[src/rtl/rrsd_pkg.sv]
// shared types and constants of the row run-length sprite decoder
package rrsd_pkg;

  localparam int MAX_WIDTH_DEFAULT = 4096;
  localparam int MAX_ROWS_DEFAULT  = 4096;

  localparam int PIX_W   = 8;
  localparam int RUN_W   = 13;
  localparam int CFG_W   = 13;
  localparam int CFG_IDX_W = 1;

  localparam logic [CFG_IDX_W-1:0] REG_ROW_WIDTH = 1'b0;
  localparam logic [CFG_IDX_W-1:0] REG_ROW_TOTAL = 1'b1;

  localparam logic [CFG_W-1:0] ROW_WIDTH_RESET = 13'd64;
  localparam logic [CFG_W-1:0] ROW_TOTAL_RESET = 13'd64;

  localparam int FIFO_DEPTH = 4;

  typedef struct packed {
    logic [PIX_W-1:0] pixel_value;
    logic [RUN_W-1:0] run_length;
    logic             end_of_row;
    logic             end_of_frame;
    logic             format_error;
    logic             last_of_item;
  } result_t;

  // results of one accepted byte, in order
  typedef struct packed {
    logic [1:0] count;
    result_t    first;
    result_t    second;
  } push_t;

endpackage

[src/rtl/row_rle_sprite_decoder.sv]
// latency: runs of a byte enter the result buffer the cycle after its transfer
// throughput: one byte per cycle while each byte yields at most one run and the
//   master side takes every run; a byte that yields two runs takes two output transfers
// a byte is taken while the four-entry result buffer has two free entries
// reset clears row state and the buffer and sets row_width and row_total to 64
module row_rle_sprite_decoder #(
  parameter int MAX_WIDTH = rrsd_pkg::MAX_WIDTH_DEFAULT,
  parameter int MAX_ROWS  = rrsd_pkg::MAX_ROWS_DEFAULT
) (
  input  logic                           clk,
  input  logic                           rst,
  input  logic                           cfg_valid,
  output logic                           cfg_ready,
  input  logic [rrsd_pkg::CFG_IDX_W-1:0] cfg_index,
  input  logic [rrsd_pkg::CFG_W-1:0]     cfg_data,
  input  logic                           s_tvalid,
  output logic                           s_tready,
  input  logic [7:0]                     s_tdata,   // data_byte
  input  logic [0:0]                     s_tuser,   // frame_start
  output logic                           m_tvalid,
  input  logic                           m_tready,
  // pixel_value[7:0], run_length[20:8], end_of_row[21], last_of_item[22], zero[23]
  output logic [23:0]                    m_tdata,
  output logic [0:0]                     m_tuser,   // format_error
  output logic                           m_tlast    // end_of_frame
);

  rrsd_pkg::push_t   push;
  rrsd_pkg::result_t res;
  logic              room;

  assign cfg_ready = 1'b1;
  assign s_tready = room;

  rrsd_core #(
    .MAX_WIDTH(MAX_WIDTH),
    .MAX_ROWS (MAX_ROWS)
  ) u_core (
    .clk        (clk),
    .rst        (rst),
    .cfg_write  (cfg_valid && cfg_ready),
    .cfg_index  (cfg_index),
    .cfg_data   (cfg_data),
    .take       (s_tvalid && s_tready),
    .data_byte  (s_tdata),
    .frame_start(s_tuser[0]),
    .push       (push)
  );

  rrsd_fifo u_fifo (
    .clk      (clk),
    .rst      (rst),
    .push     (push),
    .room     (room),
    .out_valid(m_tvalid),
    .out_ready(m_tready),
    .out_data (res)
  );

  assign m_tdata = {1'b0, res.last_of_item, res.end_of_row, res.run_length, res.pixel_value};
  assign m_tuser = res.format_error;
  assign m_tlast = res.end_of_frame;

endmodule

[src/rtl/rrsd_core.sv]
// row decoder state, configuration registers and per-byte run generation
module rrsd_core #(
  parameter int MAX_WIDTH = rrsd_pkg::MAX_WIDTH_DEFAULT,
  parameter int MAX_ROWS  = rrsd_pkg::MAX_ROWS_DEFAULT
) (
  input  logic                            clk,
  input  logic                            rst,
  input  logic                            cfg_write,
  input  logic [rrsd_pkg::CFG_IDX_W-1:0]  cfg_index,
  input  logic [rrsd_pkg::CFG_W-1:0]      cfg_data,
  input  logic                            take,
  input  logic [7:0]                      data_byte,
  input  logic                            frame_start,
  output rrsd_pkg::push_t                 push
);

  localparam int CW    = $clog2(MAX_WIDTH + 1);
  localparam int LW    = (CW > 8) ? CW : 8;
  localparam int EW    = (CW > rrsd_pkg::CFG_W) ? CW : rrsd_pkg::CFG_W;
  localparam int RB    = $clog2(MAX_ROWS);
  localparam int RE    = RB + 1;
  localparam int ER    = (RE > rrsd_pkg::CFG_W) ? RE : rrsd_pkg::CFG_W;
  localparam int RUN_W = rrsd_pkg::RUN_W;

  typedef enum logic [4:0] {
    PH_CNT_LO = 5'b00001,
    PH_CNT_HI = 5'b00010,
    PH_CMD    = 5'b00100,
    PH_REP    = 5'b01000,
    PH_LIT    = 5'b10000
  } phase_t;

  typedef struct packed {
    logic              valid;
    rrsd_pkg::result_t rec;
    logic [CW-1:0]     col;
  } emit_t;

  logic [rrsd_pkg::CFG_W-1:0] row_width;
  logic [rrsd_pkg::CFG_W-1:0] row_total;

  phase_t        phase, phase_next;
  logic [15:0]   bytes_left, bytes_left_next;
  logic [7:0]    count_low, count_low_next;
  logic [CW-1:0] column, column_next;
  logic [RB-1:0] row_index, row_index_next;
  logic [6:0]    pending_length, pending_length_next;

  phase_t        ph;
  logic [15:0]   bl, bl_dec;
  logic [7:0]    cl;
  logic [CW-1:0] col, col_mid;
  logic [RB-1:0] ri;
  logic [6:0]    pl, pl_dec;
  logic [RE-1:0] ri_inc;

  logic [CW-1:0] eff_width;
  logic [RE-1:0] eff_rows;
  logic          last_row;

  logic          e1_do, fin, trunc;
  logic [7:0]    e1_val;
  logic [LW-1:0] e1_len;
  emit_t         e1, e2;

  function automatic logic [CW-1:0] remaining(input logic [CW-1:0] c,
                                              input logic [CW-1:0] w);
    remaining = (c < w) ? (w - c) : '0;
  endfunction

  // one run against the row end: clip, advance column, flag row and frame end
  function automatic emit_t emit(input logic [CW-1:0] c, input logic [CW-1:0] w,
                                 input logic lrow, input logic [7:0] val,
                                 input logic [LW-1:0] len, input logic err);
    emit_t         e;
    logic [LW-1:0] rem;
    logic [LW-1:0] l;
    logic          clip;
    logic          eor;
    rem  = LW'(remaining(c, w));
    clip = len > rem;
    l    = clip ? rem : len;
    e.col = c + CW'(l);
    eor  = (l != '0) && (e.col >= w);
    e.valid = (l != '0) || clip || err;
    e.rec.pixel_value  = val;
    e.rec.run_length   = RUN_W'(l);
    e.rec.end_of_row   = eor;
    e.rec.end_of_frame = eor && lrow;
    e.rec.format_error = clip || err;
    e.rec.last_of_item = 1'b0;
    emit = e;
  endfunction

  always_comb begin
    if (row_width == '0) begin
      eff_width = CW'(1);
    end else if (EW'(row_width) > EW'(MAX_WIDTH)) begin
      eff_width = CW'(MAX_WIDTH);
    end else begin
      eff_width = CW'(row_width);
    end
    if (row_total == '0) begin
      eff_rows = RE'(1);
    end else if (ER'(row_total) > ER'(MAX_ROWS)) begin
      eff_rows = RE'(MAX_ROWS);
    end else begin
      eff_rows = RE'(row_total);
    end
  end

  always_comb begin
    // frame start restarts the row state before the byte is taken
    ph = frame_start ? PH_CNT_LO : phase;
    bl = frame_start ? '0 : bytes_left;
    cl = frame_start ? '0 : count_low;
    col = frame_start ? '0 : column;
    ri = frame_start ? '0 : row_index;
    pl = frame_start ? '0 : pending_length;

    bl_dec = bl - 16'd1;
    pl_dec = (pl != '0) ? (pl - 7'd1) : '0;
    ri_inc = RE'(ri) + RE'(1);
    last_row = ri_inc >= eff_rows;

    phase_next = ph;
    bytes_left_next = bl;
    count_low_next = cl;
    pending_length_next = pl;
    e1_do = 1'b0;
    e1_val = '0;
    e1_len = '0;
    fin = 1'b0;
    trunc = 1'b0;

    unique case (ph)
      PH_CNT_LO: begin
        count_low_next = data_byte;
        phase_next = PH_CNT_HI;
      end
      PH_CNT_HI: begin
        bytes_left_next = {data_byte, cl};
        if ({data_byte, cl} == 16'd0) begin
          fin = 1'b1;
        end else begin
          phase_next = PH_CMD;
        end
      end
      PH_CMD: begin
        bytes_left_next = bl_dec;
        if (data_byte[0]) begin
          e1_do = 1'b1;
          e1_len = LW'(data_byte[7:1]);
          fin = (bl_dec == 16'd0);
        end else begin
          pending_length_next = 7'(data_byte[7:2]) + 7'd1;
          if (bl_dec == 16'd0) begin
            fin = 1'b1;
            trunc = 1'b1;
          end else begin
            phase_next = data_byte[1] ? PH_REP : PH_LIT;
          end
        end
      end
      PH_REP: begin
        bytes_left_next = bl_dec;
        e1_do = 1'b1;
        e1_val = data_byte;
        e1_len = LW'(pl);
        pending_length_next = '0;
        if (bl_dec == 16'd0) begin
          fin = 1'b1;
        end else begin
          phase_next = PH_CMD;
        end
      end
      PH_LIT: begin
        bytes_left_next = bl_dec;
        e1_do = 1'b1;
        e1_val = data_byte;
        e1_len = LW'(1);
        pending_length_next = pl_dec;
        if (bl_dec == 16'd0) begin
          fin = 1'b1;
          trunc = (pl_dec != '0);
        end else if (pl_dec == '0) begin
          phase_next = PH_CMD;
        end
      end
      default: begin
        phase_next = PH_CNT_LO;
      end
    endcase

    e1 = emit(col, eff_width, last_row, e1_val, e1_len, 1'b0);
    e1.valid = e1.valid && e1_do;
    col_mid = e1_do ? e1.col : col;

    // row padding run takes whatever is left of the row
    e2 = emit(col_mid, eff_width, last_row, 8'd0,
              LW'(remaining(col_mid, eff_width)), trunc);
    e2.valid = e2.valid && fin;

    if (fin) begin
      row_index_next = last_row ? '0 : RB'(ri_inc);
      column_next = '0;
      pending_length_next = '0;
      phase_next = PH_CNT_LO;
    end else begin
      row_index_next = ri;
      column_next = col_mid;
    end

    push.first = e1.valid ? e1.rec : e2.rec;
    push.second = e2.rec;
    push.second.last_of_item = 1'b1;
    push.first.last_of_item = !(e1.valid && e2.valid);
    if (!take) begin
      push.count = 2'd0;
    end else begin
      push.count = {1'b0, e1.valid} + {1'b0, e2.valid};
    end
  end

  always_ff @(posedge clk) begin
    if (rst) begin
      row_width <= rrsd_pkg::ROW_WIDTH_RESET;
      row_total <= rrsd_pkg::ROW_TOTAL_RESET;
      phase <= PH_CNT_LO;
      bytes_left <= '0;
      count_low <= '0;
      column <= '0;
      row_index <= '0;
      pending_length <= '0;
    end else begin
      if (cfg_write) begin
        unique case (cfg_index)
          rrsd_pkg::REG_ROW_WIDTH: row_width <= cfg_data;
          rrsd_pkg::REG_ROW_TOTAL: row_total <= cfg_data;
        endcase
      end
      if (take) begin
        phase <= phase_next;
        bytes_left <= bytes_left_next;
        count_low <= count_low_next;
        column <= column_next;
        row_index <= row_index_next;
        pending_length <= pending_length_next;
      end
    end
  end

endmodule

[src/rtl/rrsd_fifo.sv]
// result buffer: takes up to two results per cycle, hands out one per transfer
module rrsd_fifo (
  input  logic              clk,
  input  logic              rst,
  input  rrsd_pkg::push_t   push,
  output logic              room,
  output logic              out_valid,
  input  logic              out_ready,
  output rrsd_pkg::result_t out_data
);

  localparam int DEPTH = rrsd_pkg::FIFO_DEPTH;
  localparam int PTR_W = $clog2(DEPTH);
  localparam int CNT_W = $clog2(DEPTH + 1);

  rrsd_pkg::result_t mem [DEPTH];
  logic [PTR_W-1:0] wr_ptr, rd_ptr;
  logic [CNT_W-1:0] count, count_next;
  logic             pop;

  assign out_valid = (count != '0);
  assign out_data = mem[rd_ptr];
  assign pop = out_valid && out_ready;
  // accept a byte only while two results still fit
  assign room = (count <= CNT_W'(DEPTH - 2));
  assign count_next = count + CNT_W'(push.count) - CNT_W'(pop);

  always_ff @(posedge clk) begin
    if (push.count != 2'd0) begin
      mem[wr_ptr] <= push.first;
    end
    if (push.count == 2'd2) begin
      mem[wr_ptr + PTR_W'(1)] <= push.second;
    end
  end

  always_ff @(posedge clk) begin
    if (rst) begin
      wr_ptr <= '0;
      rd_ptr <= '0;
      count <= '0;
    end else begin
      wr_ptr <= wr_ptr + PTR_W'(push.count);
      rd_ptr <= rd_ptr + PTR_W'(pop);
      count <= count_next;
    end
  end

endmodule

[config.mk]
export PLATFORM = sky130hd
export DESIGN_NAME = row_rle_sprite_decoder
export DESIGN_NICKNAME = d
export VERILOG_FILES = /design/src/rtl/rrsd_pkg.sv /design/src/rtl/row_rle_sprite_decoder.sv /design/src/rtl/rrsd_core.sv /design/src/rtl/rrsd_fifo.sv
export SDC_FILE = /design/constraint.sdc
export NUM_CORES = 1
export LEC_CHECK = 0
export BUFFER_PORTS_ARGS = -buffer_cell sky130_fd_sc_hd__buf_2
export CAP_MARGIN = 20
export CORE_ASPECT_RATIO = 1.5
export CORE_MARGIN = 10
export CORE_UTILIZATION = 69
export CTS_CLUSTER_DIAMETER = 150
export DETAILED_ROUTE_END_ITERATION = 6
export PLACE_DENSITY = 0.88
export SLEW_MARGIN = 20
export SYNTH_ARGS = -nofsm -noshare
export SYNTH_HDL_FRONTEND = slang
export SYNTH_HIERARCHICAL = 1
export SYNTH_SLANG_ARGS = --single-unit
export TNS_END_PERCENT = 30
[constraint.sdc]
create_clock -name clk -period 19.15 [get_ports clk]
set_input_delay 1.915 -clock clk [delete_from_list [all_inputs] [get_ports clk]]
set_output_delay 1.915 -clock clk [all_outputs]
set_load 0.01 [all_outputs]
-- Yosys cells after proc, flatten, opt, wreduce, memory -nomap -nowiden
Memory sizes are Yosys's and may differ from the RTL's. A register that Yosys moved wholly into a read port is not among the register bits.
Cells that the tools add are included.
- flip-flop bits (word level): 94
- memory bits (writable): 100
- bits of input ports: 28
- output and inout bits: 29
- logic and storage cells: 123
- memories kept: 1
- add/sub/neg operators: 14
- order comparisons: 10
- equal/unequal tests: 6
- mux-type cells: 51
- bitwise gates (word level): 1
- reductions and logical operators: 29
- memories (memory ; words ; width ; rd ports ; clocked after Yosys merged registers in ; wr ports ; RTL line ; source):
    u_fifo.mem ; 4 ; 25 ; 1 ; 1 ; 2 ; rrsd_fifo.sv:16 ; rrsd_pkg::result_t mem [DEPTH];
- operators with widths (kind ; count):
    13-bit two-way mux ; 10
    5-bit two-way mux ; 9
    13-bit greater-or-equal comparator ; 3
    13-bit case mux with 3 select lines ; 1
    12-bit two-way mux ; 3
    7-bit two-way mux ; 5
    16-bit zero test ; 2
    16-bit case mux with 2 select lines ; 1
    13-bit adder ; 2
    13-bit greater-than comparator ; 2
    13-bit greater-than comparator, second input constant ; 2
    13-bit zero test ; 2
    13-bit less-than comparator ; 2
    13-bit nonzero test ; 2
    13-bit subtractor ; 2
    25-bit two-way mux ; 1
    5-bit case mux with 5 select lines ; 1
    8-bit two-way mux ; 3
    7-bit case mux with 3 select lines ; 1
    16-bit two-way mux ; 1
    16-bit by 1-bit subtractor with 16-bit output, second input constant ; 1
    7-bit nonzero test ; 2
    12-bit by 1-bit adder with 13-bit output, second input constant ; 1
    1-bit two-way mux ; 10
    other kinds (28) ; 42

-- Longest topological paths before layout
- depth after elaboration: 20
- gate-level depth with buffers: 66
- gate-level depth less buffers: 64

-- By module
The synthesis kept the hierarchy.
- modules (own cells, without submodules) (module ; instances ; cells an instance ; area each (µm²) ; seq. area each (µm²)):
    rrsd_core ; 1 ; 1330 ; 9520.4 ; 1741.7
    rrsd_fifo ; 1 ; 289 ; 5295.1 ; 3143.0
    row_rle_sprite_decoder ; 1 ; 5 ; 28.8 ; 0.0

-- Least setup slack after synthesis
Ideal clock, no wire load.
- path kind: in2reg
- from: input port s_tuser
- to: memory u_fifo/mem[0][2] (netlist name), data pin
- setup time: 130 ps
- data arrival time: 13001 ps
- required time: 19020 ps
- slack: 6019 ps
- stages on the path: 62
- buffers on the path: 5
- cells stage by stage: buf_4 -> inv_2 -> clkbuf_1 -> clkbuf_1 -> nand2_1 -> ha_1 -> inv_1 -> o41a_1 -> o21ai_0 -> o211ai_1 -> a211oi_2 -> and2_1 -> inv_1 -> ha_1 -> nand4_1 -> nor2_1 -> a2111oi_0 -> a21oi_1 -> [26 not listed] -> a21oi_1 -> o21bai_1 -> a21oi_1 -> o21bai_1 -> a21oi_1 -> o21bai_1 -> a21oi_1 -> o21ai_0 -> xnor2_1 -> xnor2_1 -> ha_1 -> nand3_1 -> nor4_1 -> o21ai_0 -> nor3_1 -> o311ai_1 -> a31oi_1 -> mux2_2
- RTL lines (element ; RTL line ; source):
    start: declaration ; row_rle_sprite_decoder.sv:19 ; input logic [0:0] s_tuser,
    end: declaration ; rrsd_fifo.sv:16 ;

==> metrics.cfg <==
[power]
p_leak_uw=0.00632
power.density_nw_per_um2=74.7
vdd_drop_max_mv=0.0661

[timing]
hold-worst-slack_ns=0.458
rsz0062_at_grt=false
slew_viol_final=0
setup-violations-final=0
slew_headroom_pct=34.3
fmax_mhz=67.4
skew_ns=0.0139
hold_viol=0
fin_crit_ns=14.83
period_share_pct=77.5
worstMarginPinSlew_ns=0.986
fin_tns_setup_ns=0

[critical_path]
cpPeakStageDelay_ns=0.56
worstPathRequired_ns=19.48
crit_top_cell=a21oi_1
slowest_stage=a21oi_1
cp.arrival_ns=15.16
worst_setup_path_end_kind=flip-flop
worstPathMaxFanout=56
crit_start=s_tuser
start_kind=primary input
r2r_start=u_core/row_width[12]
worst-setup-path-type=in2reg

[floorplanning]
dieWidth_um=140
start_util_pct=70.2
num_io_pins=57
core_sq_um=21100
die_h_um=200
dieArea_sq_um=27900
num_rows=65

[clock_tree]
clk-insertion-delay-late_ns=0.46
post_cts_buffers=0
cts_made_buffers=17
clockBufferDepth=2
clock_sinks=194
htreeDepth=4
cts-root-buf=clkbuf_16
post_cts_resized=0
clk_pin_slew_worst_paths_ns=0.08
holdBufCountCts=0
tritoncts=done

[routing]
firstDrtPassIters=6
routed_wl_um=41800
vias=12900
wl_per_cell_um=21.7
viasPerCell=6.69
drt_iter0_markers=1305
drc=0
drtAntennaViolNets=0

[run]
maxCapViolCount=0

[synth]
synth_seq_cells=194
postSynthCellCount=1624
async_flop_share_pct=0
netlist.area_leader.share_pct=20.2
synth_edf_count=100
synthTopCellsByCount=nand2_1 (201), nor2_1 (137), a21oi_1 (124)
synth-seq-area-share_pct=32.9
synthFlopType=edfxtp_1
ys_types=108
ys_warn_count=6
yosysMostFrequentCell=nand2_1
syn_area_per_cell_sq_um=9.14
synth_area_leaders=edfxtp_1 (20%), dfxtp_1 (13%), mux2_2 (8.3%)
syn_area_sq_um=14800
synth_largest_area_cell=edfxtp_1

[finish]
diodes=0
nFillCells=1578
syn2layout_area_growth_pct=6.72
multi_input_area_sq_um=9270
layout-drive-gt1-share_pct=17.4
nets=1770
final_core_util_pct=74.9
seq_area_sq_um=4890

[run_status]
outcome=complete, no violations

[global_routing]
grt_pass1_vias=12600
grt_pass1_wl_um=65600
antenna_found_initial=0
grt_max_degree=83
grt-ovfl-total=0
global_route.usage.total_pct=29.1

[placement]
place.gp.congestion=1.02
port-buffer-count=54
detailed_place_hpwl_um=30900

[min_path]
hold_start=u_core/column[0]
hp-class=reg2reg

## through the flow
step	area [sq um]	cells	setup WS (ns)	power, uW
3_5_place_dp	15200	1892	4.16	826
3_3_place_gp	15200	1892	4.64	817
5_1_grt	15800	1925	3.13	1240
2_1_floorplan	14900	1636	6.02	739
4_1_cts	15800	1924	4.56	1180
6_report	15800	1925	4.32	1180
## cell families after synthesis
family,after synthesis,synth area share [%]
AND/OR/NAND/NOR,582,19.3
AO/OA/AOI/OAI,364,16.7
buffers and inverters,168,5.28
XOR/XNOR,65,4.21
adder cells (fa/ha/maj),101,8.61
flip-flops,194,32.9
other,4,0.101
multiplexers,146,12.9
## flip-flops by register name, summed over array words and instances, names as in the netlist
register / flops
u_core/column: 13
u_core/bytes_left: 16
u_core/row_width: 13
u_core/phase: 5
u_core/row_total: 13
u_fifo/wr_ptr: 2
u_fifo/count: 3
u_fifo/mem: 100
u_core/row_index: 12
u_core/count_low: 8
u_core/pending_length: 7
u_fifo/rd_ptr: 2
## worst max-delay path, delay by kind of cell
family / cells / cell delay (ns)
compound gates: 26 / 5.85
xor+xnor: 3 / 0.78
fa+ha+maj: 7 / 2.50
buf+inv: 7 / 1.29
mux: 1 / 0.24
simple gates: 13 / 2.53
## per-layer routing
layer / GRT usage (%) / share of wire (%)
met1: 32.0 / 36
met2: 52.3 / 52
met3: 4.30 / 6.3
met4: 16.8 / 5.4
met5: 0 / 0
## report_power, final
part | internal, uW | switching, uW | total, uW
registers | 453 | 25.2 | 478
clock network | 174 | 185 | 360
logic | 149 | 197 | 346
## final timing paths
path / to / slack, ns / cells after the start
max: u_fifo/mem[2][2] / 4.32 / 57
min: u_core/column[0] / 0.46 / 2
max reg2reg: u_fifo/mem[2][2] / 5.56 / 56
min reg2reg: u_core/column[0] / 0.46 / 2
## placed cells by master (no fill, tap or decap), types with 9 or more instances in the layout
master and count:
o21ai_0 64, buf_4 21, mux2i_1 11, nand2_1 201, or3_1 13, a31oi_1 10
a21o_1 21, a211oi_1 11, o31ai_1 9, nor4_1 20, dfxtp_1 93, a22oi_1 15
inv_1 75, and2_1 20, ha_1 95, mux2_2 109, nor3_1 25, mux4_2 25
xnor2_1 50, nand2b_1 16, conb_1 16, a21oi_1 124, edfxtp_1 100, nand3_1 55
xor2_1 11, nor2_1 136, buf_2 54, and3_1 10, nor2b_1 31, clkbuf_16 17
## area by class of cell
| type | instances | area share (%) |
|---|---|---|
| multi-input combinational | 1274 | 58.5 |
| sequential | 194 | 30.8 |
| timing repair buffer | 76 | 2.87 |
| clock buffer | 17 | 2.69 |
| tap | 268 | 2.12 |
| inverter | 81 | 1.98 |
| clock inverter | 15 | 1.00 |
No activity file was read; power rests on OpenSTA's default activity.
